$ cat src/hdl/htfd_pkg.sv
package htfd_pkg;

    // Byte positions inside one measurement frame.
    localparam logic [2:0] POS_T_MSB = 3'd0;
    localparam logic [2:0] POS_T_LSB = 3'd1;
    localparam logic [2:0] POS_T_CRC = 3'd2;
    localparam logic [2:0] POS_H_MSB = 3'd3;
    localparam logic [2:0] POS_H_LSB = 3'd4;
    localparam logic [2:0] POS_H_CRC = 3'd5;

    localparam logic [7:0] CRC_POLY = 8'h31;
    localparam logic [7:0] CRC_INIT = 8'hFF;

    localparam logic [14:0] TEMP_SCALE  = 15'd17500;
    localparam logic [13:0] HUM_SCALE   = 14'd10000;
    localparam logic [15:0] TEMP_OFFSET = 16'd4500;
    localparam logic [16:0] FULL_SCALE  = 17'd65535;

    typedef struct packed {
        logic [7:0] data_byte;
        logic       frame_start;
    } t_in_item;

    typedef struct packed {
        logic signed [14:0] temperature_centi;
        logic [13:0]        humidity_centi;
        logic [15:0]        raw_temperature;
        logic [15:0]        raw_humidity;
        logic               temp_crc_ok;
        logic               hum_crc_ok;
    } t_out_item;

    // One complete frame handed from the front end to the conversion pipeline.
    typedef struct packed {
        logic [15:0] raw_t;
        logic [15:0] raw_h;
        logic        t_ok;
        logic        h_ok;
    } t_job;

    // CRC-8, MSB first, no reflection, no final xor.
    function automatic logic [7:0] crc8_byte(input logic [7:0] crc, input logic [7:0] b);
        logic [7:0] c;
        c = crc ^ b;
        for (int k = 0; k < 8; k++) begin
            if (c[7]) begin
                c = {c[6:0], 1'b0} ^ CRC_POLY;
            end else begin
                c = {c[6:0], 1'b0};
            end
        end
        return c;
    endfunction

    // floor(p / 65535) for p below 2^31: the quotient estimate p >> 16 is
    // short by at most one, because the remainder p[15:0] + q0 stays below
    // twice the divisor.
    function automatic logic [14:0] div_full_scale(input logic [30:0] p);
        logic [14:0] q0;
        logic [16:0] rem;
        q0  = p[30:16];
        rem = {1'b0, p[15:0]} + {2'b00, q0};
        return (rem >= FULL_SCALE) ? q0 + 15'd1 : q0;
    endfunction

endpackage

$ cat src/hdl/humidity_temp_frame_decoder_top.sv
// Measurement frame decoder: push the six frame bytes (temperature MSB, LSB,
// CRC, humidity MSB, LSB, CRC) one request per cycle, with frame_start set
// on the first byte to resynchronize the byte position at any time. Every
// sixth byte yields one result request carrying temperature in hundredths
// of a degree C, humidity in hundredths of a percent, both raw words and
// both CRC-8 (polynomial 0x31, seed 0xFF) check flags; values are given
// even when a check fails. The input side takes one byte per cycle while
// full is low. The front end finishes a frame on the cycle its last byte
// is accepted and drops it into a job queue of QUEUE_DEPTH entries; the
// conversion pipeline (one multiply stage, one divide-by-65535 stage)
// moves each job from the job queue into the product register and from
// there into the output register, which shows the divided result.
// full rises only while the job queue holds QUEUE_DEPTH frames that the
// result side has not taken yet; then no byte is accepted until a result
// is popped.
module humidity_temp_frame_decoder_top #(
    parameter int QUEUE_DEPTH = 4
) (
    input  logic                i_clk,
    input  logic                i_rst_n,
    input  logic                push,
    output logic                full,
    input  htfd_pkg::t_in_item  i_data,
    output logic                empty,
    input  logic                pop,
    output htfd_pkg::t_out_item o_data
);

    logic           in_accept;
    logic           job_valid;
    htfd_pkg::t_job front_job;
    htfd_pkg::t_job queue_job;
    logic           queue_empty;
    logic           queue_rd;

    // A byte request is taken whenever the job queue has room.
    assign in_accept = push && !full;

    // The front end tracks the byte position, the running CRC and the two
    // words; it raises job_valid on the last byte of each frame.
    htfd_front u_front (
        .i_clk       (i_clk),
        .i_rst_n     (i_rst_n),
        .i_accept    (in_accept),
        .i_item      (i_data),
        .o_job_valid (job_valid),
        .o_job       (front_job)
    );

    // The job queue decouples byte intake from the conversion pipeline so
    // that a stalled result side does not stop bytes until it is full.
    htfd_queue #(
        .DEPTH (QUEUE_DEPTH)
    ) u_queue (
        .i_clk   (i_clk),
        .i_rst_n (i_rst_n),
        .i_wr    (job_valid),
        .i_job   (front_job),
        .o_full  (full),
        .i_rd    (queue_rd),
        .o_empty (queue_empty),
        .o_job   (queue_job)
    );

    // The back end scales both words and holds the finished result in an
    // output register until it is popped.
    htfd_back u_back (
        .i_clk       (i_clk),
        .i_rst_n     (i_rst_n),
        .i_job_empty (queue_empty),
        .i_job       (queue_job),
        .o_job_rd    (queue_rd),
        .o_empty     (empty),
        .i_pop       (pop),
        .o_item      (o_data)
    );

endmodule

$ cat src/hdl/htfd_front.sv
module htfd_front (
    input  logic               i_clk,
    input  logic               i_rst_n,
    input  logic               i_accept,
    input  htfd_pkg::t_in_item i_item,
    output logic               o_job_valid,
    output htfd_pkg::t_job     o_job
);

    logic [2:0]  r_pos;
    logic [2:0]  n_pos;
    logic [7:0]  r_crc;
    logic [7:0]  n_crc;
    logic [15:0] r_temp_word;
    logic [15:0] n_temp_word;
    logic [15:0] r_hum_word;
    logic [15:0] n_hum_word;
    logic        r_temp_ok;
    logic        n_temp_ok;
    logic [2:0]  pos;
    logic [7:0]  crc_step;

    always_comb begin
        pos = r_pos;
        if (i_item.frame_start || r_pos > htfd_pkg::POS_H_CRC) begin
            pos = htfd_pkg::POS_T_MSB;
        end
    end

    always_comb begin
        crc_step = htfd_pkg::crc8_byte(r_crc, i_item.data_byte);
        if (pos == htfd_pkg::POS_T_MSB || pos == htfd_pkg::POS_H_MSB) begin
            crc_step = htfd_pkg::crc8_byte(htfd_pkg::CRC_INIT, i_item.data_byte);
        end
    end

    always_comb begin
        n_pos       = r_pos;
        n_crc       = r_crc;
        n_temp_word = r_temp_word;
        n_hum_word  = r_hum_word;
        n_temp_ok   = r_temp_ok;
        o_job_valid = 1'b0;
        if (i_accept) begin
            case (pos)
                htfd_pkg::POS_T_MSB: begin
                    n_temp_word = {i_item.data_byte, 8'h00};
                    n_crc       = crc_step;
                    n_pos       = htfd_pkg::POS_T_LSB;
                end
                htfd_pkg::POS_T_LSB: begin
                    n_temp_word = {r_temp_word[15:8], i_item.data_byte};
                    n_crc       = crc_step;
                    n_pos       = htfd_pkg::POS_T_CRC;
                end
                htfd_pkg::POS_T_CRC: begin
                    n_temp_ok = (r_crc == i_item.data_byte);
                    n_crc     = htfd_pkg::CRC_INIT;
                    n_pos     = htfd_pkg::POS_H_MSB;
                end
                htfd_pkg::POS_H_MSB: begin
                    n_hum_word = {i_item.data_byte, 8'h00};
                    n_crc      = crc_step;
                    n_pos      = htfd_pkg::POS_H_LSB;
                end
                htfd_pkg::POS_H_LSB: begin
                    n_hum_word = {r_hum_word[15:8], i_item.data_byte};
                    n_crc      = crc_step;
                    n_pos      = htfd_pkg::POS_H_CRC;
                end
                default: begin
                    o_job_valid = 1'b1;
                    n_crc       = htfd_pkg::CRC_INIT;
                    n_pos       = htfd_pkg::POS_T_MSB;
                end
            endcase
        end
    end

    assign o_job.raw_t = r_temp_word;
    assign o_job.raw_h = r_hum_word;
    assign o_job.t_ok  = r_temp_ok;
    assign o_job.h_ok  = (r_crc == i_item.data_byte);

    always_ff @(posedge i_clk) begin
        if (!i_rst_n) begin
            r_pos <= htfd_pkg::POS_T_MSB;
            r_crc <= htfd_pkg::CRC_INIT;
        end else begin
            r_pos <= n_pos;
            r_crc <= n_crc;
        end
    end

    always_ff @(posedge i_clk) begin
        if (!i_rst_n) begin
            r_temp_word <= '0;
            r_hum_word  <= '0;
            r_temp_ok   <= 1'b0;
        end else begin
            r_temp_word <= n_temp_word;
            r_hum_word  <= n_hum_word;
            r_temp_ok   <= n_temp_ok;
        end
    end

endmodule

$ cat src/hdl/htfd_queue.sv
module htfd_queue #(
    parameter int DEPTH = 4
) (
    input  logic           i_clk,
    input  logic           i_rst_n,
    input  logic           i_wr,
    input  htfd_pkg::t_job i_job,
    output logic           o_full,
    input  logic           i_rd,
    output logic           o_empty,
    output htfd_pkg::t_job o_job
);

    localparam int AW = (DEPTH > 1) ? $clog2(DEPTH) : 1;
    localparam int CW = $clog2(DEPTH + 1);

    htfd_pkg::t_job r_mem [DEPTH];
    logic [AW-1:0]  r_wr_ptr;
    logic [AW-1:0]  r_rd_ptr;
    logic [CW-1:0]  r_count;
    logic           wr_en;
    logic           rd_en;

    assign o_full  = (r_count == CW'(DEPTH));
    assign o_empty = (r_count == '0);
    assign wr_en   = i_wr && !o_full;
    assign rd_en   = i_rd && !o_empty;
    assign o_job   = r_mem[r_rd_ptr];

    always_ff @(posedge i_clk) begin
        if (wr_en) begin
            r_mem[r_wr_ptr] <= i_job;
        end
    end

    always_ff @(posedge i_clk) begin
        if (!i_rst_n) begin
            r_wr_ptr <= '0;
            r_rd_ptr <= '0;
            r_count  <= '0;
        end else begin
            if (wr_en) begin
                r_wr_ptr <= (r_wr_ptr == AW'(DEPTH - 1)) ? '0 : r_wr_ptr + 1'b1;
            end
            if (rd_en) begin
                r_rd_ptr <= (r_rd_ptr == AW'(DEPTH - 1)) ? '0 : r_rd_ptr + 1'b1;
            end
            if (wr_en && !rd_en) begin
                r_count <= r_count + 1'b1;
            end else if (rd_en && !wr_en) begin
                r_count <= r_count - 1'b1;
            end
        end
    end

    a_count_bound: assert property (@(posedge i_clk) disable iff (!i_rst_n)
        r_count <= CW'(DEPTH))
        else $error("job queue count exceeds its depth");

    a_count_up: assert property (@(posedge i_clk) disable iff (!i_rst_n)
        (wr_en && !rd_en) |=> r_count == $past(r_count) + 1'b1)
        else $error("job queue count did not grow on a lone write");

    a_ptr_match: assert property (@(posedge i_clk) disable iff (!i_rst_n)
        (r_count == '0 || r_count == CW'(DEPTH)) |-> r_wr_ptr == r_rd_ptr)
        else $error("job queue pointers disagree with an empty or full count");

endmodule

$ cat src/hdl/htfd_back.sv
module htfd_back (
    input  logic                i_clk,
    input  logic                i_rst_n,
    input  logic                i_job_empty,
    input  htfd_pkg::t_job      i_job,
    output logic                o_job_rd,
    output logic                o_empty,
    input  logic                i_pop,
    output htfd_pkg::t_out_item o_item
);

    logic                r_s1_valid;
    logic [30:0]         r_s1_tprod;
    logic [29:0]         r_s1_hprod;
    htfd_pkg::t_job      r_s1_job;
    logic                r_out_valid;
    htfd_pkg::t_out_item r_out;
    logic                out_ready;
    logic                s1_ready;
    logic [14:0]         t_quot;
    logic [14:0]         h_quot;
    logic [15:0]         t_centi;

    assign out_ready = !r_out_valid || i_pop;
    assign s1_ready  = !r_s1_valid || out_ready;
    assign o_job_rd  = !i_job_empty && s1_ready;
    assign o_empty   = !r_out_valid;
    assign o_item    = r_out;

    assign t_quot  = htfd_pkg::div_full_scale(r_s1_tprod);
    assign h_quot  = htfd_pkg::div_full_scale({1'b0, r_s1_hprod});
    assign t_centi = {1'b0, t_quot} - htfd_pkg::TEMP_OFFSET;

    always_ff @(posedge i_clk) begin
        if (!i_rst_n) begin
            r_s1_valid  <= 1'b0;
            r_out_valid <= 1'b0;
        end else begin
            if (s1_ready) begin
                r_s1_valid <= !i_job_empty;
            end
            if (out_ready) begin
                r_out_valid <= r_s1_valid;
            end
        end
    end

    always_ff @(posedge i_clk) begin
        if (o_job_rd) begin
            r_s1_job   <= i_job;
            r_s1_tprod <= 31'(i_job.raw_t) * 31'(htfd_pkg::TEMP_SCALE);
            r_s1_hprod <= 30'(i_job.raw_h) * 30'(htfd_pkg::HUM_SCALE);
        end
        if (r_s1_valid && out_ready) begin
            r_out.temperature_centi <= t_centi[14:0];
            r_out.humidity_centi    <= h_quot[13:0];
            r_out.raw_temperature   <= r_s1_job.raw_t;
            r_out.raw_humidity      <= r_s1_job.raw_h;
            r_out.temp_crc_ok       <= r_s1_job.t_ok;
            r_out.hum_crc_ok        <= r_s1_job.h_ok;
        end
    end

    a_out_holds: assert property (@(posedge i_clk) disable iff (!i_rst_n)
        (r_out_valid && !i_pop) |=> r_out_valid)
        else $error("result dropped without a pop");

    a_s1_holds: assert property (@(posedge i_clk) disable iff (!i_rst_n)
        (r_s1_valid && !out_ready) |=> r_s1_valid && $stable(r_s1_job))
        else $error("product stage changed while stalled");

    a_no_read_stalled: assert property (@(posedge i_clk) disable iff (!i_rst_n)
        (r_s1_valid && !out_ready) |-> !o_job_rd)
        else $error("job read while the product stage was stalled");

endmodule
$ cat config.mk
export PLATFORM = sky130hd
export DESIGN_NAME = humidity_temp_frame_decoder_top
export DESIGN_NICKNAME = d
export VERILOG_FILES = /design/src/hdl/htfd_pkg.sv /design/src/hdl/humidity_temp_frame_decoder_top.sv /design/src/hdl/htfd_front.sv /design/src/hdl/htfd_queue.sv /design/src/hdl/htfd_back.sv
export SDC_FILE = /design/constraint.sdc
export NUM_CORES = 1
export LEC_CHECK = 0
export BUFFER_PORTS_ARGS = -buffer_cell sky130_fd_sc_hd__buf_4
export CAP_MARGIN = 10
export CORE_MARGIN = 1
export CORE_UTILIZATION = 61
export CTS_CLUSTER_SIZE = 25
export DETAILED_ROUTE_END_ITERATION = 12
export PLACE_DENSITY = 0.8
export SLEW_MARGIN = 0
export SYNTH_ARGS = -nofsm -noshare
export SYNTH_HDL_FRONTEND = slang
export SYNTH_SLANG_ARGS = --single-unit
export TNS_END_PERCENT = 5
$ cat constraint.sdc
create_clock -name i_clk -period 8.9 [get_ports i_clk]
set_input_delay 0.89 -clock i_clk [delete_from_list [all_inputs] [get_ports i_clk]]
set_output_delay 0.89 -clock i_clk [all_outputs]
set_load 0.005 [all_outputs]
# ---- Yosys cells after proc, flatten, opt, wreduce, memory -nomap -nowiden
# Memories as Yosys holds them, arrays and structs flattened. A register that Yosys moved wholly into a read port is not among the register bits.
# Index checks and enable logic that the tools add are counted.
dict set report word_totals {
  rom_bits 0
  latch_bits 0
  input_bits 13
  register_bits 205
  mem_bits_rw 136
  memories 1
  output_inout_bits 65
}
dict set report classes {
  bitwise 20
  muxes 41
  n_mul 2
  reduce_logical 29
  eq_ne 8
  n_addsub 9
  shifts 0
  n_lt_le_gt_ge 3
  n_div 0
}
# memory depth word_bits read_ports rd_ports_with_merged_regs wr line
set mem_list {}
lappend mem_list {u_queue.r_mem 4 34 1 1 1 htfd_queue.sv:17} ;# htfd_pkg::t_job r_mem [DEPTH];
# cell count
set op_table {}
lappend op_table {{$mux 6} 16}
lappend op_table {{$mux 8} 9}
lappend op_table {{$pmux 16 s2} 2}
lappend op_table {{$not 3->3} 16}
lappend op_table {{$ge 17x16->1 const B} 2}
lappend op_table {{$mul 16x13->29 const B} 1}
lappend op_table {{$mul 16x10->26 const B} 1}
lappend op_table {{$add 16x14->17} 1}
lappend op_table {{$add 16x15->17} 1}
lappend op_table {{$add 15x1->15 const B} 1}
lappend op_table {{$mux 15} 1}
lappend op_table {{$pmux 3 s5} 1}
lappend op_table {{$sub 15x13->15 const B} 1}
lappend op_table {{$add 14x1->14 const B} 1}
lappend op_table {{$mux 14} 1}
lappend op_table {{$mux 3} 3}
lappend op_table {{$eq 8x8->1} 1}
lappend op_table {{$mux 2} 4}
lappend op_table {{$not 8->8} 1}
lappend op_table {{$xor 8x8->8} 1}
lappend op_table {{$logic_and 1x1->1} 7}
lappend op_table {{$eq 3x2->1 const B} 2}
lappend op_table {{$eq 3x3->1 const B} 2}
lappend op_table {{$logic_not 1->1} 6}
lappend op_table {{15 further kinds} 30}

# ---- Longest topological paths before layout
dict set report depth {
  word_depth 28
  ltp_mapped 25
  ltp_nobuf 23
}

# ---- By module
# From an unflattened synthesis, not the netlist that was laid out.
dict set report hier_totals {
  cells_unflattened 1593
  hier_area_um2 20084.3
}
# mod n_inst cells_each area_each_um2 seq_area_each_um2
set modules_own_cells {}
lappend modules_own_cells {htfd_back 1 1106 12289.3 4454.3}
lappend modules_own_cells {htfd_queue 1 229 5435.2 4264.1}
lappend modules_own_cells {htfd_front 1 257 2346.0 880.8}
lappend modules_own_cells {humidity_temp_frame_decoder_top 1 1 13.8 0.0}

# ---- Worst setup path after synthesis
# No wires, ideal clock.
dict set report synth_timing {
  path_type {input port to flip-flop}
  from {in pop}
  to {reg u_queue.r_count[2]}
  arrival_time_ns 6.756
  setup_slack_ns 2.068
  required_time_ns 8.824
  setup_time_ns 0.076
  cell_stages 9
  path_buffers 0
  cell_sequence {nor2_1 > a21oi_1 > inv_1 > ha_1 > inv_1 > fa_1 > xor2_1 > or3_1 > a21boi_0}
}
dict set report synth_between {
  elab_chain_cells 7
}
# element line
set synth_rtl {}
lappend synth_rtl {{start, declared} humidity_temp_frame_decoder_top.sv:25} ;# input logic pop,
lappend synth_rtl {{$logic_or 1x1->1 (*)} htfd_back.sv:24} ;# assign out_ready = !r_out_valid || i_pop;
lappend synth_rtl {{$logic_or 1x1->1 (*)} htfd_back.sv:25} ;# assign s1_ready = !r_s1_valid || out_ready;
lappend synth_rtl {{$logic_and 1x1->1 (*)} htfd_back.sv:26} ;# assign o_job_rd = !i_job_empty && s1_ready;
lappend synth_rtl {{net queue_rd} humidity_temp_frame_decoder_top.sv:34} ;# logic queue_rd;
lappend synth_rtl {{$logic_and 1x1->1 (*)} htfd_queue.sv:27} ;# assign rd_en = i_rd && !o_empty;
lappend synth_rtl {{$logic_not 1->1} htfd_queue.sv:48} ;# if (wr_en && !rd_en) begin
lappend synth_rtl {{$logic_and 1x1->1} htfd_queue.sv:48}
lappend synth_rtl {{$mux 3 or $reduce_bool 2->1 (tied branches)} -}
lappend synth_rtl {{end signal, assigned} htfd_queue.sv:49} ;# r_count <= r_count + 1'b1;
lappend synth_rtl {{end signal, assigned} htfd_queue.sv:51} ;# r_count <= r_count - 1'b1;
lappend synth_rtl {{end, declared} htfd_queue.sv:20} ;# logic [CW-1:0] r_count;
# The timed path passes the listed nets; every way through them passes the cells marked *.
# A chain may end at the register's enable or synchronous reset.

==> run metrics <==
synthesized instance count 1,585; WP data arrival 7380 ps; Async S/R FF share, synth 0%; post-synthesis adder-cell area fraction a little over a fifth; Chip Width 183 um; TritonCTS Buffers 35; Clk pin slew, worst setup/hold paths approximately 60 ps; number of distinct library cells after synthesis 70; first-pass GRT wire length around 61 mm; GRT Overall Usage 23.3%; number of flops mapped to enable cells by yosys approximately 280; post-cts sizing count 0; most common cell after layout, fill and taps aside edfxtp_1; Max Freq around 140 MHz; type of element capturing the critical path flop; Longest Clk Path Bufs 3; min cycle time layout ~7100 ps; Final Util around 69%; CTS tree done; Layout Nets 1,962; Req. time, crit path 9160 ps; CTS sink cnt 338; Final Cycle Share about four fifths; Clock Latency Late Sink between 500 and 600 ps; RSZ-0062 raised after global routing false; post-synthesis simple-gate area fraction 7.49%; root buffer cell clkbuf_16; Pre-antenna DRT Iters 5; H-tree depth 2; WL met2 17.7 mm; die area around 33,000 um2; dpl cells 2,064; Main synth FF type edfxtp_1; Non-Filler Instances 2,127; via count 12,000; max cap viols 0; commonest cells after routing, fill and taps aside edfxtp_1, inv_1, ha_1; # diodes 0; hold slack final 411 ps; proportion of layout cells with a drive suffix above 1 11.1%; vias per cell 5.66; sequential fraction of the synthesis area about 48%; met3 WL post-DR 2.10 mm; core footprint 31,800 um2; WL met1 16.5 mm; xor-xnor portion of the synthesized cell area 5.41%; vias in the first global route roughly 12,000; aggregate global routing overflow 0; Hold Path Class reg2reg; DRT Wirelength 37.2 mm; antenna-violating nets left 0; Initial DRC Count between 800 and 900; post-synthesis register bit count around 340; Avg Inst Size Synth 12.6 um2; run status complete, no violations; Synth Cell Area 19,900 um2; Synthesized Nets 1,881; DRC Markers 0; die height 183 um; initial antenna violation count 0; setup TNS 0 ps; Setup Buffers After CTS 0; Max Slew Vio Count 0; # hold bufs at CTS 0; Layout Skew between 10 and 15 ps; Starting Density 62.6%; Placer Congestion 0.889; largest net degree at the start of global routing 72; IO Pins ~80; area delta synth->final 10.8%; final hold vios 0; max_slew headroom 21.2%; Setup crit start kind flop; post-synthesis mux area share 4.51%; main combinational cell family by area after synthesis adder cells; endpoints failing setup 0; DP Wirelength 26.8 mm; # port buffers 77; Max Used Layer met4; warnings from Yosys 0; Routed wire per std cell 17.5 um; WS Path Type reg2reg; post-synthesis compound-gate area fraction 8.27%; Worst-Margin Slew 1170 ps; FP Rows 65; CP Max Fanout 23
final cells by class:
class	count	area (um2)
fill	2153	9760
clock inverter	15	121
tap	435	544
sequential	338	9600
inverter	224	841
multi-input combinational	981	9320
clock buffer	48	976
timing repair buffer	86	646
cell families after synthesis:
family	count (synthesis)
AO/OA/AOI/OAI	234
XOR/XNOR	123
adder cells (fa/ha/maj)	285
buffers and inverters	266
flip-flops	338
multiplexers	47
AND/OR/NAND/NOR	292
synth_stat cells (all sizes together) (6+ instances only):
master,number,area (um2)
o21a,14,105
xnor2,78,683
edfxtp,283,8500
nand3,32,160
nand2b,11,68.8
fa,83,1660
nor3,19,100
nand2,83,312
o21bai,16,120
nand4,13,81.3
and2,8,50.1
nor2,57,214
a21boi,27,203
a22oi,11,82.6
dfxtp,55,1100
xor2,45,394
buf,9,42.5
ha,200,2500
clkbuf,33,124
o22ai,7,43.8
mux4,34,766
o21ai,36,180
nor2b,23,144
a211oi,10,75.1
a21o,26,195
nor4,10,68.8
a21oi,43,230
inv,224,841
mux2i,11,110
and3,7,43.8
o41ai,6,52.6
through the flow:
stage	instance area [um2]	setup WS (ps)
floorplan	19900	2070
detailed placement	20900	1820
CTS	22000	1820
global placement	20900	2030
global route	22000	1360
finish	22000	1780
metal layers:
| metal | vias to the layer above | global-route usage, % |
|---|---|---|
| met5 | - | 0 |
| met4 | 0 | 7.90 |
| met3 | 59 | 3.33 |
| met2 | 341 | 38.9 |
| met1 | 5850 | 31.4 |
| li1 | 5798 | - |
flip-flops by register name, summed over array words and instances, names as in the netlist, named ones only:
| name | cells |
|---|---|
| u_back.o_item | 63 |
| u_back.r_out_valid | 1 |
| u_back.r_s1_hprod | 22 |
| u_back.r_s1_job | 34 |
| u_back.r_s1_tprod | 28 |
| u_back.r_s1_valid | 1 |
| u_front.r_crc | 8 |
| u_front.r_hum_word | 16 |
| u_front.r_pos | 3 |
| u_front.r_temp_ok | 1 |
| u_front.r_temp_word | 16 |
| u_queue.r_count | 3 |
| u_queue.r_mem | 136 |
| u_queue.r_rd_ptr | 2 |
| u_queue.r_wr_ptr | 2 |
worst max-delay path, cell delays in order, from the launching register on:
cell	delay, ps
dfxtp_2	570
buf_4	490
mux4_2	710
ha_1	340
inv_1	50
fa_1	500
inv_1	50
ha_1	290
fa_1	480
inv_1	50
fa_1	530
inv_1	50
ha_1	350
and3_1	210
a221oi_1	530
o21ai_0	280
o41ai_1	680
o21bai_1	210
o211a_1	270
nor2_1	130
xnor2_1	90
worst paths after layout:
check / end / start / slack (ps) / depth (start not counted)
worst max-delay path: u_back.r_s1_tprod[28] / flop / 1780 / 20
worst min-delay path: u_back.o_item[20] / u_back.r_s1_job[20] / 410 / 0
worst max register to register: u_back.r_s1_tprod[28] / flop / 1780 / 20
worst min register to register: u_back.o_item[20] / u_back.r_s1_job[20] / 410 / 0
Power is left out: the tool's default activity adds up to more than one toggle a clock period on the data nets, which glitch-free logic cannot reach.
